**src/sv/trsc_pkg.sv**
```systemverilog
package trsc_pkg;

   // Sector geometry
   localparam int SECTOR_BYTES = 512;
   localparam int POS_W        = $clog2(SECTOR_BYTES);

   // Field widths
   localparam int BYTE_W    = 8;
   localparam int SECTOR_W  = 32;
   localparam int COUNT_W   = 32;
   localparam int NTLIM_W   = 13;
   localparam int WLIM_W    = 6;
   localparam int LEVEL_W   = 6;
   localparam int VERDICT_W = 2;
   localparam int CSR_IDX_W = 1;
   localparam int CSR_DAT_W = 13;

   // Verdict codes
   localparam logic [VERDICT_W-1:0] VERDICT_NONE  = 2'd0;
   localparam logic [VERDICT_W-1:0] VERDICT_START = 2'd1;
   localparam logic [VERDICT_W-1:0] VERDICT_CONT  = 2'd2;
   localparam logic [VERDICT_W-1:0] VERDICT_END   = 2'd3;

   // Register indexes
   localparam logic [CSR_IDX_W-1:0] CSR_NONTEXT_LIMIT = 1'd0;
   localparam logic [CSR_IDX_W-1:0] CSR_WARNING_LIMIT = 1'd1;

   // Register reset values
   localparam logic [NTLIM_W-1:0] NONTEXT_LIMIT_RST = 13'd50;
   localparam logic [WLIM_W-1:0]  WARNING_LIMIT_RST = 6'd10;

   typedef struct packed {
      logic [NTLIM_W-1:0] nontext_limit;
      logic [WLIM_W-1:0]  warning_limit;
   } cfg_type;

   typedef struct packed {
      logic [VERDICT_W-1:0] verdict;
      logic [SECTOR_W-1:0]  run_start_sector;
      logic [COUNT_W-1:0]   run_length;
   } result_type;

   // Printable ASCII, the whitespace controls and three high code points
   function automatic logic is_text(input logic [BYTE_W-1:0] b);
      logic res;
      res = ((b >= 8'd32) && (b <= 8'd126)) || ((b >= 8'd9) && (b <= 8'd13)) ||
            (b == 8'd153) || (b == 8'd169) || (b == 8'd174);
      return res;
   endfunction

endpackage

```
**src/sv/trsc_run_tracker.sv**
```systemverilog
module trsc_run_tracker
   import trsc_pkg::*;
(
   input  logic                clock,
   input  logic                reset,
   input  logic                fire,
   input  logic [BYTE_W-1:0]   data_byte,
   input  logic                last_in_sector,
   input  logic [SECTOR_W-1:0] sector_number,
   input  cfg_type             cfg,
   output logic                sector_end,
   output result_type          result
);

   logic                in_run_ff,   in_run_in;
   logic [LEVEL_W-1:0]  level_ff,    level_in;
   logic                failed_ff,   failed_in;
   logic [NTLIM_W-1:0]  ntcount_ff,  ntcount_in;
   logic [COUNT_W-1:0]  run_bytes_ff, run_bytes_in;
   logic [COUNT_W-1:0]  low_off_ff,  low_off_in;
   logic [SECTOR_W-1:0] start_ff,    start_in;
   logic [POS_W-1:0]    pos_ff,      pos_in;

   logic                text;
   logic [COUNT_W-1:0]  run_inc;
   logic [LEVEL_W:0]    lvl;
   logic [COUNT_W-1:0]  run_bytes_mid;
   logic [COUNT_W-1:0]  low_off_mid;
   logic [NTLIM_W-1:0]  ntcount_mid;
   logic [LEVEL_W-1:0]  level_mid;
   logic                failed_mid;

   assign text       = is_text(data_byte);
   assign sector_end = last_in_sector || (pos_ff == POS_W'(SECTOR_BYTES - 1));
   assign run_inc    = (run_bytes_ff == '1) ? run_bytes_ff : run_bytes_ff + 1'b1;

   // Warning level step: down by one on text (floor 1), doubled otherwise
   always_comb begin
      if (text) begin
         lvl = (level_ff > LEVEL_W'(1)) ? {1'b0, level_ff - 1'b1} : (LEVEL_W+1)'(1);
      end else begin
         lvl = {level_ff, 1'b0};
      end
   end

   // Per-byte update
   always_comb begin
      run_bytes_mid = run_bytes_ff;
      low_off_mid   = low_off_ff;
      ntcount_mid   = ntcount_ff;
      level_mid     = level_ff;
      failed_mid    = failed_ff;
      if (!in_run_ff) begin
         run_bytes_mid = run_inc;
         if (!text && (ntcount_ff != '1)) begin
            ntcount_mid = ntcount_ff + 1'b1;
         end
      end else if (!failed_ff) begin
         run_bytes_mid = run_inc;
         if (lvl == (LEVEL_W+1)'(1)) begin
            low_off_mid = run_inc;
         end
         if (lvl > {1'b0, cfg.warning_limit}) begin
            failed_mid = 1'b1;
         end else begin
            level_mid = lvl[LEVEL_W-1:0];
         end
      end
   end

   // End of sector: verdict and per-sector reset
   always_comb begin
      in_run_in    = in_run_ff;
      start_in     = start_ff;
      run_bytes_in = run_bytes_mid;
      low_off_in   = low_off_mid;
      ntcount_in   = ntcount_mid;
      level_in     = level_mid;
      failed_in    = failed_mid;
      pos_in       = pos_ff + 1'b1;
      result       = '0;
      if (sector_end) begin
         if (!in_run_ff) begin
            if (ntcount_mid > cfg.nontext_limit) begin
               run_bytes_in = '0;
            end else begin
               in_run_in               = 1'b1;
               start_in                = sector_number;
               result.verdict          = VERDICT_START;
               result.run_start_sector = sector_number;
            end
         end else if (failed_mid) begin
            result.verdict          = VERDICT_END;
            result.run_start_sector = start_ff;
            result.run_length       = low_off_mid;
            in_run_in               = 1'b0;
            run_bytes_in            = '0;
         end else begin
            result.verdict          = VERDICT_CONT;
            result.run_start_sector = start_ff;
         end
         low_off_in = run_bytes_in;
         level_in   = LEVEL_W'(1);
         failed_in  = 1'b0;
         ntcount_in = '0;
         pos_in     = '0;
      end
   end

   // State registers
   always_ff @(posedge clock) begin
      if (reset) begin
         in_run_ff    <= 1'b0;
         level_ff     <= LEVEL_W'(1);
         failed_ff    <= 1'b0;
         ntcount_ff   <= '0;
         run_bytes_ff <= '0;
         low_off_ff   <= '0;
         start_ff     <= '0;
         pos_ff       <= '0;
      end else if (fire) begin
         in_run_ff    <= in_run_in;
         level_ff     <= level_in;
         failed_ff    <= failed_in;
         ntcount_ff   <= ntcount_in;
         run_bytes_ff <= run_bytes_in;
         low_off_ff   <= low_off_in;
         start_ff     <= start_in;
         pos_ff       <= pos_in;
      end
   end

   // The level never drops to zero
   a_level_nonzero: assert property (@(posedge clock) disable iff (reset)
      level_ff != '0) else $error("warning level is zero");

   // A failure is only recorded inside a run
   a_failed_in_run: assert property (@(posedge clock) disable iff (reset)
      failed_ff |-> in_run_ff) else $error("failure flag set outside a run");

   // The last low offset never runs ahead of the byte count
   a_low_off_bound: assert property (@(posedge clock) disable iff (reset)
      low_off_ff <= run_bytes_ff) else $error("last low offset beyond run bytes");

endmodule

```
**src/sv/text_run_sector_carver_top.sv**
```systemverilog
// Text run sector carver.
// Bytes of a disk image enter on the req_ channel, one transaction per byte,
// with the sector number and a flag on the final byte of each sector. A
// sector also ends on its SECTOR_BYTES-th byte. On the final byte of each
// sector one verdict leaves on the rsp_ channel: no text, run starts, run
// continues or run ends, with the start sector and, for a run end, the run
// length in bytes up to the last byte at the lowest warning level.
// Throughput is one byte per cycle while no sector-ending byte waits on a held
// result. A byte is registered on acceptance and is then classified and folded
// into the run state; a sector's verdict is registered in the result register.
// The single result register sets the pace: when the receiver stalls, a byte
// that ends a sector waits in the input register, and bytes inside a sector
// keep flowing until one that ends a sector reaches it.
// The csr_ port writes the non-text and warning limits at any edge with
// csr_wr_en high; write them only while no transaction is in flight.
// Synchronous reset empties both registers, restores the limits to 50 and 10
// and leaves the block outside any run.
module text_run_sector_carver_top
   import trsc_pkg::*;
(
   input  logic                 clock,
   input  logic                 reset,
   input  logic                 req_valid,
   output logic                 req_ready,
   input  logic [BYTE_W-1:0]    req_data_byte,
   input  logic                 req_last_in_sector,
   input  logic [SECTOR_W-1:0]  req_sector_number,
   output logic                 rsp_valid,
   input  logic                 rsp_ready,
   output logic [VERDICT_W-1:0] rsp_verdict,
   output logic [SECTOR_W-1:0]  rsp_run_start_sector,
   output logic [COUNT_W-1:0]   rsp_run_length,
   input  logic                 csr_wr_en,
   input  logic [CSR_IDX_W-1:0] csr_index,
   input  logic [CSR_DAT_W-1:0] csr_wr_data
);

   logic                in_valid_ff;
   logic [BYTE_W-1:0]   in_byte_ff;
   logic                in_last_ff;
   logic [SECTOR_W-1:0] in_sector_ff;
   logic                rsp_valid_ff;
   result_type          rsp_ff;
   cfg_type             cfg_ff;

   logic                out_free;
   logic                sector_end;
   logic                fire;
   result_type          result;

   // Handshake: a byte moves on unless it ends a sector and the result is held
   assign out_free  = !rsp_valid_ff || rsp_ready;
   assign fire      = in_valid_ff && (!sector_end || out_free);
   assign req_ready = !in_valid_ff || fire;

   // Configuration registers
   always_ff @(posedge clock) begin
      if (reset) begin
         cfg_ff.nontext_limit <= NONTEXT_LIMIT_RST;
         cfg_ff.warning_limit <= WARNING_LIMIT_RST;
      end else if (csr_wr_en) begin
         case (csr_index)
            CSR_NONTEXT_LIMIT: cfg_ff.nontext_limit <= csr_wr_data;
            CSR_WARNING_LIMIT: cfg_ff.warning_limit <= csr_wr_data[WLIM_W-1:0];
            default: ;
         endcase
      end
   end

   // Input register
   always_ff @(posedge clock) begin
      if (reset) begin
         in_valid_ff <= 1'b0;
      end else if (req_ready) begin
         in_valid_ff <= req_valid;
      end
   end

   always_ff @(posedge clock) begin
      if (req_ready && req_valid) begin
         in_byte_ff   <= req_data_byte;
         in_last_ff   <= req_last_in_sector;
         in_sector_ff <= req_sector_number;
      end
   end

   trsc_run_tracker u_tracker (
      .clock          (clock),
      .reset          (reset),
      .fire           (fire),
      .data_byte      (in_byte_ff),
      .last_in_sector (in_last_ff),
      .sector_number  (in_sector_ff),
      .cfg            (cfg_ff),
      .sector_end     (sector_end),
      .result         (result)
   );

   // Result register
   always_ff @(posedge clock) begin
      if (reset) begin
         rsp_valid_ff <= 1'b0;
      end else if (fire && sector_end) begin
         rsp_valid_ff <= 1'b1;
      end else if (rsp_ready) begin
         rsp_valid_ff <= 1'b0;
      end
   end

   always_ff @(posedge clock) begin
      if (fire && sector_end) begin
         rsp_ff <= result;
      end
   end

   assign rsp_valid            = rsp_valid_ff;
   assign rsp_verdict          = rsp_ff.verdict;
   assign rsp_run_start_sector = rsp_ff.run_start_sector;
   assign rsp_run_length       = rsp_ff.run_length;

   // A byte that closes a sector always leaves a verdict behind
   a_sector_gives_rsp: assert property (@(posedge clock) disable iff (reset)
      fire && sector_end |=> rsp_valid_ff) else $error("sector end lost its verdict");

   // A sector without text carries no start sector and no length
   a_none_is_zero: assert property (@(posedge clock) disable iff (reset)
      rsp_valid_ff && (rsp_ff.verdict == VERDICT_NONE) |->
      (rsp_ff.run_start_sector == '0) && (rsp_ff.run_length == '0))
      else $error("no-text verdict with payload");

   // A length is only reported when a run ends
   a_length_on_end: assert property (@(posedge clock) disable iff (reset)
      rsp_valid_ff && (rsp_ff.verdict != VERDICT_END) |-> (rsp_ff.run_length == '0))
      else $error("run length outside a run end");

endmodule
```
**config.mk**
```make
export PLATFORM = sky130hd
export DESIGN_NAME = text_run_sector_carver_top
export DESIGN_NICKNAME = d
export VERILOG_FILES = /design/src/sv/trsc_pkg.sv /design/src/sv/trsc_run_tracker.sv /design/src/sv/text_run_sector_carver_top.sv
export SDC_FILE = /design/constraint.sdc
export NUM_CORES = 1
export LEC_CHECK = 0
export BUFFER_PORTS_ARGS = -buffer_cell sky130_fd_sc_hd__buf_2
export CORE_MARGIN = 5
export CORE_UTILIZATION = 38
export DETAILED_ROUTE_END_ITERATION = 7
export PLACE_DENSITY = 0.61
export SLEW_MARGIN = 10
export SYNTH_ARGS = -nofsm -noshare
export SYNTH_HDL_FRONTEND = slang
export SYNTH_SLANG_ARGS = --single-unit
```
**constraint.sdc**
```tcl
create_clock -name clock -period 11 [get_ports clock]
set_input_delay 2.75 -clock clock [delete_from_list [all_inputs] [get_ports clock]]
set_output_delay 2.75 -clock clock [all_outputs]
set_load 0.02 [all_outputs]
```
== Word level (Yosys, flattened, before mapping) ==
Index checks and enable logic that the tools add are counted.
Operators by class
  $lt $le $gt $ge: 7
  add/sub/neg operators: 4
  mux-type cells: 33
  equality and inequality tests: 9
  reduce and logical (&&, ||, !) cells: 26
  bitwise gates (word level): 3
Operator list (number)
  32-bit two-way mux: 11
  33-bit two-way mux: 2
  13-bit two-way mux: 3
  34-bit two-way mux: 1
  32-bit by 1-bit adder with 32-bit output (second input constant): 1
  32-bit == test (second input constant): 1
  6-bit two-way mux: 5
  8-bit == test (second input constant): 3
  13-bit by 1-bit adder with 13-bit output (second input constant): 1
  13-bit greater-than comparator: 1
  13-bit != test (second input constant): 1
  9-bit by 1-bit adder with 9-bit output (second input constant): 1
  9-bit == test (second input constant): 1
  1-bit two-way mux: 9
  9-bit two-way mux: 1
  8-bit by 4-bit >= comparator with 1-bit output (second input constant): 1
  8-bit by 6-bit >= comparator with 1-bit output (second input constant): 1
  8-bit by 4-bit less-or-equal comparator with 1-bit output (second input constant): 1
  8-bit by 7-bit less-or-equal comparator with 1-bit output (second input constant): 1
  1-bit logical OR: 8
  4-bit AND reduction: 2
  7-bit by 1-bit == test with 1-bit output (second input constant): 1
  7-bit by 6-bit greater-than comparator with 1-bit output: 1
  7-bit two-way mux: 1
  other kinds (9): 23
Storage, ports and cells
  output and inout bits: 68
  logic and storage cells: 100
  register bits: 254

== Depth between registers and ports, before layout ==
  depth after elaboration: 14
  depth in mapped cells: 20
  depth with buffers taken out: 16

== Modules after synthesis ==
Synthesis repeated with hierarchy kept, for this count alone.
Second synthesis, totals
  cell total of the unflattened synthesis: 1266
  area, all modules: 12341.8 um^2
By module, submodules not included
  trsc_run_tracker: sequential area each 2522.4 um^2, cells each 1064, times used 1, area each 8320.5 um^2
  text_run_sector_carver_top: sequential area each 3633.5 um^2, cells each 202, times used 1, area each 4021.4 um^2

== Worst setup path before layout ==
Ideal clock, no wire load.
  path kind: input -> output
  start point: input port rsp_ready
  end point: output port req_ready
  required time: 8250 ps
  data arrival time: 3224 ps
  stages on the path: 3
  slack: 5026 ps
  buffers on the path: 0
  cells stage by stage: nand2b_1 nor2_1 nand2_1
On the way
  word-level cells in the longest chain between the ends: 4
RTL lines
  start: declaration: RTL line text_run_sector_carver_top.sv:29  | input logic rsp_ready,
  1-bit logical OR: RTL line text_run_sector_carver_top.sv:52  | assign out_free = !rsp_valid_ff || rsp_ready;
  1-bit logical OR: RTL line text_run_sector_carver_top.sv:53  | assign fire = in_valid_ff && (!sector_end || out_free);
  1-bit logical AND: RTL line text_run_sector_carver_top.sv:53
  1-bit logical OR: RTL line text_run_sector_carver_top.sv:54  | assign req_ready = !in_valid_ff || fire;
  end: declaration: RTL line text_run_sector_carver_top.sv:24  | output logic req_ready,
Every way passes these cells.

== Final worst setup path ==
Ends and elaborated chain as after synthesis.

==> metrics.cfg <==
[clock_tree]
hold_buffers=0
cts_resized=0
path_clk_slew_ns=0.06
post-cts-setup-buffers=0
cts_tree=built
cts_root_buf=clkbuf_16
worstSkewPairLatency_ns=0.56
cts_buffers=29
clk_path_buf_depth=3
htree_num_levels=1
cts.sinks=254

[place]
hpwlAfterDp_mm=23.2
dp.cells=1870
place_area_um2=13800
preCtsSetupSlack_ns=4.55
place_congestion=0.930
portBuffers=127

[worst_hold_path]
whs_endpoint=cfg_ff[4]
hold_start=cfg_ff[4]
hold_class=reg2reg
whs_path_depth=2

[die]
num_rows=67
die-height_um=194
core_um2=33400
die_w_um=194
dieArea_um2=37600
floorplan.io_pins=128
start_util_pct=38.4

[final_layout]
stdcell_area_um2=14700
synthToLayoutAreaGrowth_pct=14.6
diodes=0
stdcell_count=1924
drive_above_1_share_pct=14.8
final_nets=1538

[power]
peakVddDrop_mv=0.111
p_leak_nw=5.25
power_density_nw_per_um2=147

[sta]
postLayoutSetupSlackWorst_ns=4.55
max_slew_margin_pct=25.6
slew_viol_final=0
period_needed_ns=6.45
hold_ws_ns=0.459
finalSetupTns_ns=0
worstMarginPinSlew_ns=1.11
rsz0062_at_grt=no
max_clock_freq_mhz=155
period_share_pct=58.7
skew_ns=0.0249
setup_viol=0
finalHoldViolCount=0

[logic_synthesis]
synth.top_cell.area_share_pct=25.0
ys_ff_latch=254
synth-seq-area-share_pct=47.9
synth_area_leaders=edfxtp_1 (25%), dfxtp_1 (23%), a21oi_1 (3.7%), nand2_1 (3.7%), nor2_1 (3.5%)
synth_top_area_cell=edfxtp_1
synth_edf_count=107
syn-num-nets=1475
ys.flop_type=dfxtp_1
netlist_instances=1390
ys_warn_count=0
ys_types=72
synth_area_um2=12900
async_flop_share_pct=0
synth.avg_cell_area_um2=9.25

[worst_setup_path]
worst_ep_required_time_ns=8.25
crit_path_max_fanout=3
critPathBufInv=2
cpPeakStageDelay_ns=0.36
cp_slowest_cell=nor2_1
crit_path_start_kind=input pin
ff2ff_path_depth=15
cp_common_cell=buf_2
crit_chain=buf_2, nand2b_1, nor2_1, nand2_1, buf_2
critPathCaptureType=output pin
r2r_end=u_tracker.run_bytes_ff[1]
cp_top_family=simple AND/OR/NAND/NOR gates
r2r-start=in_byte_ff[2]
crit_arrival_ns=3.70
r2r_slack_ns=5.51
path_class=in2out

[routing]
routedWlPerCell_um=18.3
first_pass_iters=6
ant_nets=0
wl_mm=35.3
drt_iter0_markers=863
vias=10817
viasPerCell=5.62
drc=0

[run_status]
status=completed

[grt]
grt_max_degree=62
met3_usage_pct=2.61
antenna_found_initial=0
grt_pass1_wl_mm=56.5
grt_pass1_vias=10478
met1_usage_pct=24.6
gr-total-overflow=0
grt_most_used_layer=met2
met2_usage_pct=29.7
track_usage_pct=17.9

[flow_run]
maxCapViolCount=0

==> kinds of logic after synthesis <==
family,Yosys count,synth area share [%]
compound gates,378,19.3
xor+xnor,57,3.88
fa+ha+maj,25,2.43
buf+inv,150,4.81
flops,254,47.9
mux,40,3.14
simple gates,486,18.5
==> power by group <==
group | internal (W) | switching, W
logic | 0.0000512 | 0.000105
registers | 0.00101 | 0.0000158
clock network | 0.000587 | 0.000394
==> cells in the mapped netlist (all sizes together) (5+ instances only) <==
| library cell | n |
|---|---|
| a211oi | 16 |
| or4 | 9 |
| xnor2 | 33 |
| o211ai | 14 |
| nor2b | 13 |
| nor2 | 121 |
| a22oi | 5 |
| a41oi | 5 |
| dfxtp | 147 |
| nor4 | 12 |
| o21ai | 78 |
| inv | 39 |
| nor3 | 40 |
| a21oi | 96 |
| o21a | 7 |
| mux2i | 37 |
| o21bai | 5 |
| and3 | 13 |
| nand3 | 60 |
| a211o | 6 |
| a31oi | 38 |
| buf | 30 |
| nand2 | 127 |
| a311oi | 7 |
| or3 | 21 |
| nand2b | 12 |
| clkbuf | 81 |
| edfxtp | 107 |
| o31ai | 17 |
| and3b | 5 |
| o22ai | 5 |
| ha | 25 |
| xor2 | 24 |
| or2 | 10 |
| o32ai | 8 |
| a22o | 38 |
| nand4 | 23 |
| and2 | 10 |
==> flip-flops by register name (all words and copies together) (netlist names) <==
signal / flops
in_last_ff: 1
u_tracker.ntcount_ff: 13
u_tracker.level_ff: 6
rsp_run_start_sector: 32
u_tracker.pos_ff: 9
cfg_ff: 19
u_tracker.low_off_ff: 32
in_valid_ff: 1
u_tracker.run_bytes_ff: 32
in_sector_ff: 32
u_tracker.failed_ff: 1
u_tracker.start_ff: 32
rsp_verdict: 2
u_tracker.in_run_ff: 1
in_byte_ff: 8
rsp_run_length: 32
rsp_valid: 1
==> metal layers <==
metal / up-vias / share of wire [%]
met2: 316 / 47
met1: 5213 / 45
met5: - / 0
met3: 44 / 5.6
met4: 0 / 2.0
li1: 5244 / -
==> placed cells by master, fill, tap and decap left out, types with 6 or more instances in the layout <==
cell,count
a211o_1,6
a211oi_1,16
a21oi_1,95
a22o_1,38
a311oi_1,7
a31oi_1,38
and2_1,10
and3_1,12
buf_2,126
buf_4,17
clkbuf_16,29
clkinv_1,6
dfxtp_1,147
edfxtp_1,107
ha_1,25
inv_1,38
mux2i_1,37
nand2_1,127
nand2b_1,12
nand3_1,60
nand4_1,21
nor2_1,118
nor2b_1,12
nor3_1,38
nor4_1,11
o211ai_1,14
o21a_1,7
o21ai_0,72
o31ai_1,16
o32ai_1,8
or2_2,10
or3_1,21
or4_1,8
xnor2_1,33
xor2_1,24
==> worst max-delay path by stage <==
stage,startpoint,endpoint,cells past startpoint
after floorplan,rsp_ready,req_ready,3
after global placement,rsp_ready,req_ready,5
after detailed placement,rsp_ready,req_ready,5
after CTS,rsp_ready,req_ready,5
after global routing,rsp_ready,req_ready,5
final,rsp_ready,req_ready,5
==> worst register-to-register path: stages (launching register included) <==
cell	delay, ns
edfxtp_1	0.44
nor3b_1	0.27
o221ai_1	0.17
a211oi_1	0.95
nor3_1	0.39
and2_1	0.30
xor2_1	0.15
ha_1	0.32
nand4_1	0.12
or4_1	0.53
a21oi_1	0.35
a211oi_1	0.13
o21ai_2	0.08
buf_4	0.43
nand2_1	0.42
o32ai_1	0.38
==> through the flow <==
step           total power [W]  utilization (%)
4_1_cts                0.00219             44.0
6_report               0.00217             44.0
5_1_grt                0.00224             44.0
3_3_place_gp           0.00120             41.1
2_1_floorplan          0.00115                -
3_5_place_dp           0.00121             41.1
==> cell type report <==
| cell class | count | area (um^2) |
|---|---|---|
| repair buffers | 143 | 758 |
| multi-input cells | 986 | 6130 |
| well taps | 448 | 561 |
| inverters | 39 | 146 |
| fillers | 3288 | 18700 |
| clock buffers | 34 | 754 |
| clock inverters | 20 | 219 |
| flip-flops and latches | 254 | 6160 |
No activity file was read; power rests on OpenSTA's default activity.
